## src/rtl/core/vtf_pkg.sv

```systemverilog
// Types and constants of the tractive supervisor.
`default_nettype none
package vtf_pkg;

    localparam int MASK_W      = 32;
    localparam int GRACE_W     = 16;
    localparam int CFG_INDEX_W = 3;
    localparam int CFG_DATA_W  = 32;
    localparam int MODE_W      = 3;
    localparam int IN_DATA_W   = 40;
    localparam int OUT_DATA_W  = 8;

    typedef logic [MODE_W-1:0] mode_t;

    localparam mode_t ST_OFF    = 3'd0;
    localparam mode_t ST_ON     = 3'd1;
    localparam mode_t ST_RUN    = 3'd2;
    localparam mode_t ST_MINOR  = 3'd3;
    localparam mode_t ST_SEVERE = 3'd4;

    localparam logic [2:0] LED_CYAN    = 3'd0;
    localparam logic [2:0] LED_MAGENTA = 3'd1;
    localparam logic [2:0] LED_GREEN   = 3'd2;
    localparam logic [2:0] LED_YELLOW  = 3'd3;
    localparam logic [2:0] LED_RED     = 3'd4;

    localparam logic OP_STEP = 1'b0;
    localparam logic OP_TICK = 1'b1;

    localparam logic [CFG_INDEX_W-1:0] REG_ALWAYS_SEVERE = 3'd0;
    localparam logic [CFG_INDEX_W-1:0] REG_HV_VOLTAGE    = 3'd1;
    localparam logic [CFG_INDEX_W-1:0] REG_HV_CURRENT    = 3'd2;
    localparam logic [CFG_INDEX_W-1:0] REG_APPS_PROP     = 3'd3;
    localparam logic [CFG_INDEX_W-1:0] REG_TSAL_FAULT    = 3'd4;
    localparam logic [CFG_INDEX_W-1:0] REG_OTHER_MINOR   = 3'd5;
    localparam logic [CFG_INDEX_W-1:0] REG_HV_GRACE      = 3'd6;

    localparam logic [GRACE_W-1:0] GRACE_RESET = 16'd10000;

    typedef struct packed {
        logic [MASK_W-1:0]  always_severe;
        logic [MASK_W-1:0]  hv_voltage;
        logic [MASK_W-1:0]  hv_current;
        logic [MASK_W-1:0]  apps_prop;
        logic [MASK_W-1:0]  tsal_fault;
        logic [MASK_W-1:0]  other_minor;
        logic [GRACE_W-1:0] hv_grace;
    } cfg_t;

    typedef struct packed {
        logic [GRACE_W-1:0] count;
        logic               active;
        logic               expired;
    } timer_t;

    typedef struct packed {
        mode_t  mode;
        timer_t volt;
        timer_t curr;
    } sup_state_t;

    typedef struct packed {
        logic              operation;
        logic              tsal_on;
        logic              ready_to_drive;
        logic [MASK_W-1:0] fault_word;
    } item_t;

    typedef struct packed {
        logic [1:0] timers_running;
        logic [2:0] led_colour;
        mode_t      vehicle_state;
    } result_t;

endpackage
`default_nettype wire

```

## src/rtl/core/vehicle_tractive_fault_fsm_top.sv

```systemverilog
// Tractive supervisor: five-state fault machine with two HV grace timers.
// Each accepted item (a state step or a timer tick) yields exactly one result.
// An item waits in the input register; the transition logic then
// updates the supervisor state and loads the result register in the same
// edge, so a result passes through the input register and then the result
// register, and one item is taken every cycle when the output side keeps
// up. The input and result registers decouple the two sides: a new item
// is taken while an earlier result still waits. Configuration writes take
// effect on the next edge and must only be issued while the block is idle.
`default_nettype none
module vehicle_tractive_fault_fsm_top (
    input  logic                                 aclk,
    input  logic                                 aresetn,
    input  logic                                 s_tvalid,
    output logic                                 s_tready,
    // operation
    input  logic                                 s_tuser,
    // tsal_on, ready_to_drive, fault_word[31:0], zero pad
    input  logic [vtf_pkg::IN_DATA_W-1:0]        s_tdata,
    output logic                                 m_tvalid,
    input  logic                                 m_tready,
    // vehicle_state[2:0], led_colour[2:0], timers_running[1:0]
    output logic [vtf_pkg::OUT_DATA_W-1:0]       m_tdata,
    input  logic                                 cfg_wr_en,
    input  logic [vtf_pkg::CFG_INDEX_W-1:0]      cfg_index,
    input  logic [vtf_pkg::CFG_DATA_W-1:0]       cfg_wdata
);
    import vtf_pkg::*;

    cfg_t       cfg;
    item_t      in_reg;
    logic       in_valid_reg;
    sup_state_t sup_reg;
    sup_state_t sup_next;
    result_t    res_next;
    result_t    res_reg;
    logic       out_valid_reg;
    logic       advance;

    vtf_cfg u_cfg (
        .aclk      (aclk),
        .aresetn   (aresetn),
        .cfg_wr_en (cfg_wr_en),
        .cfg_index (cfg_index),
        .cfg_wdata (cfg_wdata),
        .cfg       (cfg)
    );

    vtf_step u_step (
        .cfg        (cfg),
        .state_cur  (sup_reg),
        .item       (in_reg),
        .state_next (sup_next),
        .result     (res_next)
    );

    assign advance  = in_valid_reg && (!out_valid_reg || m_tready);
    assign s_tready = !in_valid_reg || advance;

    always_ff @(posedge aclk) begin
        if (!aresetn) begin
            in_valid_reg  <= 1'b0;
            out_valid_reg <= 1'b0;
            sup_reg.mode  <= ST_OFF;
            sup_reg.volt  <= '0;
            sup_reg.curr  <= '0;
        end else begin
            if (s_tready) begin
                in_valid_reg <= s_tvalid;
            end
            if (advance) begin
                sup_reg       <= sup_next;
                out_valid_reg <= 1'b1;
            end else if (m_tready) begin
                out_valid_reg <= 1'b0;
            end
        end
    end

    always_ff @(posedge aclk) begin
        if (s_tvalid && s_tready) begin
            in_reg.operation      <= s_tuser;
            in_reg.tsal_on        <= s_tdata[0];
            in_reg.ready_to_drive <= s_tdata[1];
            in_reg.fault_word     <= s_tdata[MASK_W+1:2];
        end
        if (advance) begin
            res_reg <= res_next;
        end
    end

    assign m_tvalid = out_valid_reg;
    assign m_tdata  = res_reg;

endmodule
`default_nettype wire

```

## src/rtl/core/vtf_cfg.sv

```systemverilog
// Configuration register file: fault-group masks and HV grace length.
`default_nettype none
module vtf_cfg (
    input  logic                             aclk,
    input  logic                             aresetn,
    input  logic                             cfg_wr_en,
    input  logic [vtf_pkg::CFG_INDEX_W-1:0]  cfg_index,
    input  logic [vtf_pkg::CFG_DATA_W-1:0]   cfg_wdata,
    output vtf_pkg::cfg_t                    cfg
);
    import vtf_pkg::*;

    cfg_t cfg_reg;

    always_ff @(posedge aclk) begin
        if (!aresetn) begin
            cfg_reg.always_severe <= '0;
            cfg_reg.hv_voltage    <= '0;
            cfg_reg.hv_current    <= '0;
            cfg_reg.apps_prop     <= '0;
            cfg_reg.tsal_fault    <= '0;
            cfg_reg.other_minor   <= '0;
            cfg_reg.hv_grace      <= GRACE_RESET;
        end else if (cfg_wr_en) begin
            case (cfg_index)
                REG_ALWAYS_SEVERE: cfg_reg.always_severe <= cfg_wdata;
                REG_HV_VOLTAGE:    cfg_reg.hv_voltage    <= cfg_wdata;
                REG_HV_CURRENT:    cfg_reg.hv_current    <= cfg_wdata;
                REG_APPS_PROP:     cfg_reg.apps_prop     <= cfg_wdata;
                REG_TSAL_FAULT:    cfg_reg.tsal_fault    <= cfg_wdata;
                REG_OTHER_MINOR:   cfg_reg.other_minor   <= cfg_wdata;
                REG_HV_GRACE:      cfg_reg.hv_grace      <= cfg_wdata[GRACE_W-1:0];
                default: begin
                end
            endcase
        end
    end

    assign cfg = cfg_reg;

endmodule
`default_nettype wire

```

## src/rtl/core/vtf_step.sv

```systemverilog
// Transition logic: next supervisor state and result for one item.
`default_nettype none
module vtf_step (
    input  vtf_pkg::cfg_t       cfg,
    input  vtf_pkg::sup_state_t state_cur,
    input  vtf_pkg::item_t      item,
    output vtf_pkg::sup_state_t state_next,
    output vtf_pkg::result_t    result
);
    import vtf_pkg::*;

    function automatic timer_t tick_timer(input timer_t t);
        timer_t r;
        r = t;
        if (t.active) begin
            if (t.count <= GRACE_W'(1)) begin
                r.count   = '0;
                r.active  = 1'b0;
                r.expired = 1'b1;
            end else begin
                r.count = t.count - GRACE_W'(1);
            end
        end
        return r;
    endfunction

    function automatic timer_t start_timer(input timer_t t, input logic [GRACE_W-1:0] grace);
        timer_t r;
        r = t;
        if (!t.active) begin
            r.count   = grace;
            r.active  = 1'b1;
            r.expired = 1'b0;
        end
        return r;
    endfunction

    function automatic logic [2:0] colour_of(input mode_t m);
        logic [2:0] c;
        case (m)
            ST_OFF:   c = LED_CYAN;
            ST_ON:    c = LED_MAGENTA;
            ST_RUN:   c = LED_GREEN;
            ST_MINOR: c = LED_YELLOW;
            default:  c = LED_RED;
        endcase
        return c;
    endfunction

    logic fault_any;
    logic hit_always, hit_volt, hit_curr, hit_apps, hit_tsal, hit_other;
    logic sev_volt, sev_curr, severe, clr_volt, clr_curr;
    logic tsal, rtd;
    sup_state_t nxt;

    always_comb begin
        tsal       = item.tsal_on;
        rtd        = item.ready_to_drive;
        fault_any  = |item.fault_word;
        hit_always = |(item.fault_word & cfg.always_severe);
        hit_volt   = |(item.fault_word & cfg.hv_voltage);
        hit_curr   = |(item.fault_word & cfg.hv_current);
        hit_apps   = |(item.fault_word & cfg.apps_prop);
        hit_tsal   = |(item.fault_word & cfg.tsal_fault);
        hit_other  = |(item.fault_word & cfg.other_minor);
        sev_volt   = hit_volt && state_cur.volt.expired;
        sev_curr   = hit_curr && state_cur.curr.expired;
        severe     = hit_always || sev_volt || sev_curr
                     || (hit_apps && state_cur.mode == ST_RUN)
                     || (hit_tsal && (state_cur.mode == ST_RUN || state_cur.mode == ST_ON));
        clr_volt   = !hit_always && sev_volt;
        clr_curr   = !hit_always && !sev_volt && sev_curr;

        nxt = state_cur;
        if (item.operation == OP_TICK) begin
            nxt.volt = tick_timer(state_cur.volt);
            nxt.curr = tick_timer(state_cur.curr);
        end else begin
            case (state_cur.mode)
                ST_OFF: begin
                    if (rtd || fault_any) begin
                        nxt.mode = ST_SEVERE;
                    end else if (tsal) begin
                        nxt.mode = ST_ON;
                    end
                end
                ST_ON, ST_RUN: begin
                    if (fault_any) begin
                        if (clr_volt) nxt.volt.expired = 1'b0;
                        if (clr_curr) nxt.curr.expired = 1'b0;
                        if (severe) begin
                            nxt.mode = ST_SEVERE;
                        end else if (hit_volt) begin
                            nxt.volt = start_timer(state_cur.volt, cfg.hv_grace);
                            nxt.mode = ST_MINOR;
                        end else if (hit_curr) begin
                            nxt.curr = start_timer(state_cur.curr, cfg.hv_grace);
                            nxt.mode = ST_MINOR;
                        end else if (hit_other) begin
                            nxt.mode = ST_MINOR;
                        end
                    end else if (state_cur.mode == ST_ON) begin
                        if (!tsal) begin
                            nxt.mode = ST_OFF;
                        end else if (rtd) begin
                            nxt.mode = ST_RUN;
                        end
                    end else begin
                        if (!tsal) begin
                            nxt.mode = ST_SEVERE;
                        end else if (!rtd) begin
                            nxt.mode = ST_ON;
                        end
                    end
                end
                ST_MINOR: begin
                    if (fault_any) begin
                        if (clr_volt) nxt.volt.expired = 1'b0;
                        if (clr_curr) nxt.curr.expired = 1'b0;
                    end
                    if (fault_any && severe) begin
                        nxt.mode = ST_SEVERE;
                    end else if (rtd && tsal) begin
                        nxt.mode = ST_RUN;
                    end else if (!rtd && tsal) begin
                        nxt.mode = ST_ON;
                    end else if (!rtd) begin
                        nxt.mode = ST_OFF;
                    end
                    // stop both timers on exit, keep expired flags
                    if (nxt.mode != ST_MINOR) begin
                        nxt.volt.count  = '0;
                        nxt.volt.active = 1'b0;
                        nxt.curr.count  = '0;
                        nxt.curr.active = 1'b0;
                    end
                end
                ST_SEVERE: begin
                    if (!fault_any && !rtd) begin
                        nxt.mode = ST_OFF;
                    end
                end
                default: begin
                    nxt.mode = ST_SEVERE;
                end
            endcase
        end

        state_next            = nxt;
        result.vehicle_state  = nxt.mode;
        result.led_colour     = colour_of(state_cur.mode);
        result.timers_running = {nxt.curr.active, nxt.volt.active};
    end

endmodule
`default_nettype wire

```

## config.mk

```make
export PLATFORM = sky130hd
export DESIGN_NAME = vehicle_tractive_fault_fsm_top
export DESIGN_NICKNAME = d
export VERILOG_FILES = /design/src/rtl/core/vtf_pkg.sv /design/src/rtl/core/vehicle_tractive_fault_fsm_top.sv /design/src/rtl/core/vtf_cfg.sv /design/src/rtl/core/vtf_step.sv
export SDC_FILE = /design/constraint.sdc
export NUM_CORES = 1
export LEC_CHECK = 0
export BUFFER_PORTS_ARGS = -buffer_cell sky130_fd_sc_hd__buf_2
export CORE_ASPECT_RATIO = 1.4
export CORE_MARGIN = 2
export CORE_UTILIZATION = 60
export CTS_CLUSTER_DIAMETER = 30
export CTS_CLUSTER_SIZE = 28
export DETAILED_ROUTE_END_ITERATION = 10
export HOLD_SLACK_MARGIN = 0.1
export PLACE_DENSITY = 0.79
export SLEW_MARGIN = 25
export SYNTH_ARGS = -nofsm -noshare
export SYNTH_HDL_FRONTEND = slang
export SYNTH_SLANG_ARGS = --single-unit
```

## constraint.sdc

```tcl
create_clock -name aclk -period 4 [get_ports aclk]
set_clock_uncertainty 0.1 [all_clocks]
set_input_delay 0.8 -clock aclk [delete_from_list [all_inputs] [get_ports aclk]]
set_output_delay 0.8 -clock aclk [all_outputs]
set_load 0.1 [all_outputs]
```

**After elaboration in Yosys (flattened, before gate mapping)**

Index checks and enable logic that the tools add are counted.

- Add/sub/neg operators: 2
- Multiply operators: 0
- Div/mod/pow operators: 0
- $lt $le $gt $ge: 2
- Eq/ne operators: 26
- Shift-type cells: 0
- Mux-type cells: 45
- Bitwise gates (word level): 6
- Reduce and logical (&&, ||, !) cells: 50

Operator list:

| kind | count |
|---|---|
| OR reduction 32 bit | 7 |
| bitwise AND 32 bit | 6 |
| two-way mux 18 bit | 7 |
| two-way mux 36 bit | 3 |
| case mux 36 bit (2 select lines) | 1 |
| two-way mux 3 bit | 20 |
| two-way mux 17 bit | 2 |
| less-or-equal comparator 16 x 1 -> 1 bit, second input constant | 2 |
| two-way mux 16 bit | 2 |
| subtractor 16 x 1 -> 16 bit, second input constant | 2 |
| case mux 3 bit (4 select lines) | 2 |
| inequality test 3 x 2 -> 1 bit, second input constant | 6 |
| AND reduction 2 bit | 7 |
| AND reduction 7 bit | 2 |
| logical AND 1 bit | 13 |
| equality test 3 x 2 -> 1 bit, second input constant | 4 |
| equality test 3 bit, second input constant | 4 |
| inequality test 3 bit, second input constant | 4 |
| AND reduction 9 bit | 1 |
| logical OR 1 bit | 8 |
| inequality test 2 x 1 -> 1 bit, second input constant | 4 |
| AND reduction 8 bit | 1 |
| equality test 3 x 1 -> 1 bit, second input constant | 2 |
| logical NOT 1 bit | 6 |
| 8 further kinds | 15 |

- Register bits after elaboration: 292
- Latch bits: 0
- Memory bits (writable): 0
- Bits in read-only memories: 0
- Word-level logic and storage cells: 154
- Memories: 0

**Longest topological paths before layout**

Gate-level depths: netlist (run 1).

- Depth in word-level cells: 15
- Gate-level depth with buffers: 12
- Depth with buffers taken out: 10

**Hierarchy**

From an unflattened synthesis (run 1), not the netlist that was laid out.

- Cells, all modules: 1,371
- Area, all modules: 13,474.2 um^2

Modules (own cells, without submodules):

| module | times used | cells an instance | area an instance (um^2) |
|---|---|---|---|
| vtf_cfg | 1 | 723 | 7,583.5 |
| vehicle_tractive_fault_fsm_top | 1 | 222 | 2,974.1 |
| vtf_step | 1 | 426 | 2,916.5 |

**Worst setup path before layout (run 1)**

OpenSTA, ideal clock, no wires.

- Path kind: flip-flop to flip-flop
- From: register in_reg[18] (netlist bit)
- To: register sup_reg[14] (netlist bit)
- Setup time: 84 ps
- Data arrival time: 3,118 ps
- Path slack: 697 ps
- Cell stages (with the launch flop): 13
- Path buffers: 4
- Cells stage by stage: edfxtp_1 -> a22oi_1 -> nand4_1 -> nor4_4 -> o31a_1 -> or4b_1 -> buf_2 -> o31a_1 -> buf_2 -> or3_1 -> buf_2 -> buf_6 -> o31ai_2

- Longest elaborated chain between the ends: 14
- Elaborated cells between the ends (all ways): 30

RTL lines:

| item | RTL line | RTL |
|---|---|---|
| from (decl) | vehicle_tractive_fault_fsm_top.sv:31 | `item_t in_reg;` |
| bitwise AND 32 bit | vtf_step.sv:61 | `hit_volt = \|(item.fault_word & cfg.hv_voltage);` |
| OR reduction 32 bit | vtf_step.sv:61 |  |
| logical AND 1 bit | vtf_step.sv:66 | `sev_volt = hit_volt && state_cur.volt.expired;` |
| logical OR 1 bit (2 in series) | vtf_step.sv:68 | `severe = hit_always \|\| sev_volt \|\| sev_curr` |
| logical OR 1 bit | vtf_step.sv:69 | `\|\| (hit_apps && state_cur.mode == ST_RUN)` |
| logical OR 1 bit | vtf_step.sv:70 | `\|\| (hit_tsal && (state_cur.mode == ST_RUN \|\| state_cur.mode == ST_ON));` |
| logical AND 1 bit | vtf_step.sv:121 | `if (fault_any && severe) begin` |
| two-way mux 3 bit | vtf_step.sv:121 |  |
| two-way mux 3 bit | vtf_step.sv:79 | `case (state_cur.mode)` |
| two-way mux 3 bit | vtf_step.sv:75 | `if (item.operation == OP_TICK) begin` |
| inequality test 3 x 2 -> 1 bit | vtf_step.sv:131 | `if (nxt.mode != ST_MINOR) begin` |
| inequality test 3 x 2 -> 1 bit (no line) | - |  |
| AND reduction 9 bit (no line) (*) | - |  |
| to (signal assigned) | vehicle_tractive_fault_fsm_top.sv:72 | `sup_reg <= sup_next;` |
| to (decl) | vehicle_tractive_fault_fsm_top.sv:33 | `sup_state_t sup_reg;` |

Mark *: on every way between the ends. The rest lies on a longest branch, timed or not. The select of a mux whose other input is x is not followed.
A chain may end at the register's enable or synchronous reset.

**Worst setup path after layout (run 1)**

- From: register in_reg[16] (netlist bit)
- To: register sup_reg[9] (netlist bit)

Same word-level chain as after synthesis.

==> flow_metrics.tcl, run 1 <==
set metrics [dict create \
    switching_share_pct 26.59 \
    dp_hpwl_um 27370 \
    final_layout_size_suffix_gt1_share_pct 13.07 \
    powerDensity_nw_per_um2 505.2 \
    io-pin-count 91 \
    area_growth_pct 17.43 \
    nFillCells 1634 \
    crit_chain "buf_4 -> a22oi_1 -> nand4_1 -> nor4_1 -> buf_4 -> o31a_1 -> or4b_1 -> o31a_1 -> or3_1 -> buf_4 -> mux2i_1" \
    ys.warnings.count 0 \
    fin_ws_ps 13.09 \
    rr_worst_depth 11 \
    grtUsageMet3_pct 7.633 \
    hold_viol 0 \
    synth_nets 1618 \
    holdPathStages 1 \
    wl_per_cell_um 21.82 \
    synth_area_um2 12470 \
    hold_class "input pin to flop" \
    crit_type "flop to flop" \
    setup_viol 0 \
    h-tree-depth 2 \
    fin_nets 1696 \
    fin_tns_setup_ps 0 \
    coreArea_um2 20480 \
    die_y_um 174.6 \
    grt.met2_usage_pct 61.62 \
    cts_max_path_buffers 3 \
    post_cts.repair.setup_buffers 0 \
    multi_input_area_um2 5819 \
    grt_max_degree 97 \
    cts_buffers 43 \
    rsz0062_at_grt "false" \
    final_common_cell "nand2_1" \
    groute.usage.overall_pct 36.83 \
    p_seq_share_pct 42.7 \
    drtPass1Iterations 7 \
    ys_types 58 \
    status "completed" \
    fin_crit_ps 3987 \
    clk_pin_slew_ps 60 \
    fmax_ghz 0.2508 \
    worstMarginPinSlew_ps 1099 \
    drt-total-wl_um 41490 \
    busiest_layer "met2" \
    rows 62 \
    required_ps 4300 \
    maxCapViolations 0 \
    cp_num_buf_inv 3 \
    overflow 0 \
    cp-start-kind "flop" \
    cts_resized 0 \
    ys_seq_elements 292 \
    critical_path.max_fanout 9 \
    internal-power_mw 5.430 \
    cp.arrival_ps 4290 \
    synthTopCellsByArea "dfxtp_1 (40%), nand2_1 (14%), edfxtp_1 (10%)" \
    clockPowerShare_pct 48.9 \
    cts_hold_buffers 0 \
    synth_top_cell_by_area "dfxtp_1" \
    die-area_um2 21970 \
    die_x_um 125.8 \
    power_switching_mw 1.967 \
    leakagePower_nw 5.258 \
    largest_register_ffs 208 \
    grt_pass1_vias 11490 \
    routed_via_density 6.440 \
    avgSynthCellArea_um2 8.133 \
    synth_edf_count 43 \
    critical_path.endpoint_type "flop" \
    num_vias 12250 \
    cts_root_buf "clkbuf_16" \
    synth_top_cell_area_share_pct 39.98 \
    synth-async-reset-ratio_pct 0 \
    period_share_pct 99.67 \
    insertion_delay_ps 530 \
    cpMostUsedCell "buf_4" \
    grt_pass1_wl_um 63580 \
    antenna_found_initial 1 \
    worst-path-stages 11 \
    ir_worst_vdd_mv 0.4494 \
    slew_headroom_pct 26.74 \
    combPwrFrac_pct 8.4 \
    pre_cts_ws_ps 220.5 \
    ys_seq_area_share_pct 50.34 \
    slowest_delay_ps 570 \
    cts.sinks 292 \
    synth_top_flop_cell "dfxtp_1" \
    drv_slew 0 \
    crit_slowest_cell "edfxtp_1" \
    fin_total_pwr_mw 7.397 \
    cts_tree "done" \
    globalplace.congestion 0.9604 \
    numPortBuffers 84 \
    drc 0 \
    final_cell_mix "nand2_1 (478), dfxtp_1 (249), a21oi_1 (241), a22oi_1 (98), buf_2 (84)" \
    drt_iter0_drc 1621 \
    critPathTopFamily "simple AND/OR/NAND/NOR gates" \
    start_util_pct 60.88 \
    grtUsageMet1_pct 42.12 \
    syn_inst 1533 \
    postRouteAntennaNets 0 \
    seq_area_um2 6276 \
]
==> cells by family after synthesis <==
| kind of cell | count (synthesis) | share of synthesized area, % |
|---|---|---|
| DFF | 292 | 50.34 |
| adders and majority gates | 4 | 0.4014 |
| muxes | 10 | 0.8028 |
| AOI/OAI and AO/OA | 431 | 21.12 |
| xor gates and xnor gates | 12 | 0.8429 |
| and+or+nand+nor | 678 | 23.21 |
| buffers and inverters | 106 | 3.281 |
==> per-layer routing <==
layer	share of wire (%)	routed length [um]
met5	0	0
met4	8.0	3306
met3	9.3	3879
met2	48	19850
met1	35	14460
==> through the flow <==
step / utilization, % / std cells / area, um^2 / hold slack, ps
after floorplan: - / 1533 / 12470 / 332.5
after global placement: 64.61 / 1822 / 13230 / 341.2
after detailed placement: 64.62 / 1822 / 13230 / 346.0
after CTS: 71.48 / 1901 / 14640 / 338.9
after global routing: 71.48 / 1901 / 14640 / 338.7
final: 71.49 / 1902 / 14640 / 344.1
==> worst reg2reg max path: stages (launching register included) <==
cell and delay [ps]:
edfxtp_1 570, buf_4 250, a22oi_1 240, nand4_1 130, nor4_1 480, buf_4 210, o31a_1 140, or4b_1 500
o31a_1 330, or3_1 540, buf_4 250, mux2i_1 110
==> power by group through the flow <==
| stage | Combinational [mW] | Clock, mW | Sequential (mW) |
|---|---|---|---|
| global placement | 0.584 | 0 | 3.21 |
| floorplan | 0.325 | 0 | 3.21 |
| detailed placement | 0.593 | 0 | 3.22 |
| CTS | 0.600 | 3.62 | 3.15 |
| finish | 0.620 | 3.62 | 3.16 |
| global route | 0.654 | 3.77 | 3.16 |
==> area by class of cell <==
class / count / share of cell area (%)
multi-input combinational: 1135 / 39.75
timing repair buffer: 127 / 5.247
sequential: 292 / 42.86
tap: 256 / 2.188
clock buffer: 55 / 8.221
inverter: 12 / 0.3418
clock inverter: 24 / 1.376
antenna: 1 / 0.01709
==> Yosys cell counts (9+ instances only) <==
| cell | count |
|---|---|
| nand3_1 | 26 |
| a31oi_1 | 13 |
| o31ai_1 | 13 |
| nor3_1 | 27 |
| nand4_1 | 21 |
| clkbuf_1 | 88 |
| nor2b_1 | 9 |
| a21oi_1 | 241 |
| nor2_1 | 51 |
| a211oi_1 | 11 |
| a22oi_1 | 98 |
| nor4_1 | 18 |
| and3_1 | 9 |
| mux2i_1 | 10 |
| nand2_1 | 479 |
| inv_1 | 11 |
| edfxtp_1 | 43 |
| o21ai_0 | 12 |
| dfxtp_1 | 249 |
==> path summary, 6_finish.rpt <==
check	to	slack [ps]	from
worst max-delay path	sup_reg[9]$_SDFFE_PN0P_	10	in_reg[16]$_DFFE_PP_
worst min-delay path	in_reg[8]$_DFFE_PP_	340	s_tdata[10]
worst max register to register	sup_reg[9]$_SDFFE_PN0P_	10	in_reg[16]$_DFFE_PP_
worst min register to register	u_cfg.cfg[170]$_SDFFE_PN0P_	350	u_cfg.cfg[170]$_SDFFE_PN0P_
Note: power is estimated with default switching activity, not from simulation.
==> run 2, diff against run 1 <==
--- a/config.mk
+++ b/config.mk
@@ -14,6 +14,7 @@
 export DETAILED_ROUTE_END_ITERATION = 10
 export HOLD_SLACK_MARGIN = 0.1
 export PLACE_DENSITY = 0.79
+export RECOVER_POWER = 100
 export SLEW_MARGIN = 25
 export SYNTH_ARGS = -nofsm -noshare
 export SYNTH_HDL_FRONTEND = slang
==> run 2 against run 1 <==
Highest routed layer unchanged. Utilization decreased by 0.47 points. Cell count is the same. Die area unchanged. The run now ends with capacitance limit, slew limit left.
==> flow_metrics.tcl, run 2 (synthesized netlist as in run 1, its figures left out) <==
set metrics [dict create \
    status "finished, violations left" \
    violations "capacitance limit, slew limit" \
    worst-path-stages 12 \
    cts_root_buf "clkbuf_16" \
    slew_headroom_pct -72.59 \
    drv_slew 282 \
    dpl_cell_area_um2 13230 \
    required_ps 4330 \
    wl_per_cell_um 21.77 \
    fin_nets 1696 \
    wl_met1_um 14140 \
    numPortBuffers 84 \
    antenna_found_initial 1 \
    fin_tns_setup_ps 0 \
    drt-total-wl_um 41400 \
    drtPass1Iterations 7 \
    rows 62 \
    holdPathEnd "in_reg[8]$_DFFE_PP_" \
    met2WireLength_um 19840 \
    top_layer "met4" \
    crit_slowest_cell "edfxtp_1" \
    die-area_um2 21970 \
    largest_register_ffs 208 \
    cp_num_buf_inv 4 \
    grt_pass1_wl_um 63580 \
    holdPathStages 1 \
    fin_crit_ps 3925 \
    cts_max_path_buffers 3 \
    dp_hpwl_um 27370 \
    cts.sinks 292 \
    rsz0062_at_grt "false" \
    final_cell_mix "nand2_1 (479), dfxtp_1 (249), a21oi_1 (241), a22oi_1 (98), buf_2 (71)" \
    hold_class "input pin to flop" \
    timing.rr.end "sup_reg[30]$_SDFFE_PN0P_" \
    drc 0 \
    cts_tree "done" \
    drt_iter0_drc 1701 \
    critPathTopFamily "simple AND/OR/NAND/NOR gates" \
    ir_worst_vdd_mv 0.4489 \
    stdcell_area_um2 14550 \
    groute.usage.overall_pct 36.83 \
    die_x_um 125.8 \
    worstMarginPinSlew_ps 2589 \
    crit_chain "clkbuf_1 -> a22oi_1 -> nand4_1 -> nor4_1 -> buf_4 -> o31a_1 -> or4b_1 -> clkbuf_1 -> o31ai_1 -> buf_4 -> nand2_1 -> o32ai_1" \
    overflow 0 \
    routed_via_density 6.478 \
    h-tree-depth 2 \
    critical_path.max_fanout 12 \
    rr_worst_depth 12 \
    cts_resized 0 \
    maxCapViolations 6 \
    slowest_delay_ps 550 \
    post_cts.repair.setup_buffers 0 \
    clk_pin_slew_ps 60 \
    final_layout_size_suffix_gt1_share_pct 11.43 \
    powerDensity_nw_per_um2 507.7 \
    critical_path.endpoint_type "flop" \
    cts_hold_buffers 0 \
    fmax_ghz 0.2548 \
    postRouteAntennaNets 0 \
    cp.arrival_ps 4250 \
    leakagePower_nw 5.168 \
    die_y_um 174.6 \
    insertion_delay_ps 530 \
    setup_viol 0 \
    crit_type "flop to flop" \
    final_common_cell "nand2_1" \
    coreArea_um2 20480 \
    holdCritStartpoint "s_tdata[10]" \
    r2r_slack_ps 80 \
    cp-start-kind "flop" \
    globalplace.congestion 0.9604 \
    area_growth_pct 16.66 \
    wl_met3_um 4041 \
    hold_viol 0 \
    io-pin-count 91 \
    grt_pass1_vias 11490 \
    num_vias 12320 \
    period_share_pct 98.12 \
    worstReg2RegStart "in_reg[16]$_DFFE_PP_" \
    grt_max_degree 97 \
    cts_buffers 43 \
    start_util_pct 60.88 \
]
[run 2: changes by cell type in the layout (fill, tap and decap cells not counted)]
cell      change
and2_2        -1
nand2_1       +1
buf_4        -11
buf_2        -13
clkbuf_1     +24
nor3_1        +1
clkbuf_2      +2
nand2_2       -1
buf_12        -2
nor3_2        -1
and2_0        +1
[run 2: final cells by class]
class                   instances  area, um^2
well taps                     256       320.3
inverters                      12       50.05
clock buffers                  55        1204
clock inverters                24       201.4
repair buffers                127       680.7
fillers                      1654        5934
diodes                          1       2.502
flip-flops and latches        292        6276
multi-input cells            1135        5811
[run 2: power by group]
part | internal (mW) | switching (mW)
Clock | 2.18 | 1.44
Sequential | 3.06 | 0.0963
Combinational | 0.178 | 0.431
Total | 5.42 | 1.96
[run 2: per-layer routing]
| metal | GRT usage (%) | vias up |
|---|---|---|
| li1 | - | 5595 |
| met1 | 42.12 | 5726 |
| met2 | 61.62 | 778 |
| met3 | 7.633 | 222 |
| met4 | 25.09 | 0 |
| met5 | 0 | - |
[run 2: worst max path at each step]
| stage | from | to | slack (ps) |
|---|---|---|---|
| 6_report | in_reg[16]$_DFFE_PP_ | sup_reg[30]$_SDFFE_PN0P_ | 80 |
| 5_1_grt | in_reg[16]$_DFFE_PP_ | sup_reg[30]$_SDFFE_PN0P_ | 20 |
| 4_1_cts | in_reg[0]$_DFFE_PP_ | sup_reg[9]$_SDFFE_PN0P_ | 160 |
| 3_5_place_dp | in_reg[0]$_DFFE_PP_ | sup_reg[9]$_SDFFE_PN0P_ | 220 |
| 3_3_place_gp | in_reg[0]$_DFFE_PP_ | sup_reg[3]$_SDFFE_PN0P_ | 220 |
| 2_1_floorplan | in_reg[18]$_DFFE_PP_ | sup_reg[14]$_SDFFE_PN0P_ | 700 |
[run 2: through the flow]
step	cells	hold slack (ps)	power [mW]	utilization, %	setup WS (ps)
2_1_floorplan	1533	332.5	3.532	-	697.2
3_3_place_gp	1822	341.2	3.797	64.61	221.3
3_5_place_dp	1822	346.0	3.809	64.62	220.5
4_1_cts	1901	338.9	7.379	71.48	161.9
5_1_grt	1901	338.7	7.577	71.01	19.68
6_report	1902	339.7	7.385	71.02	75.01
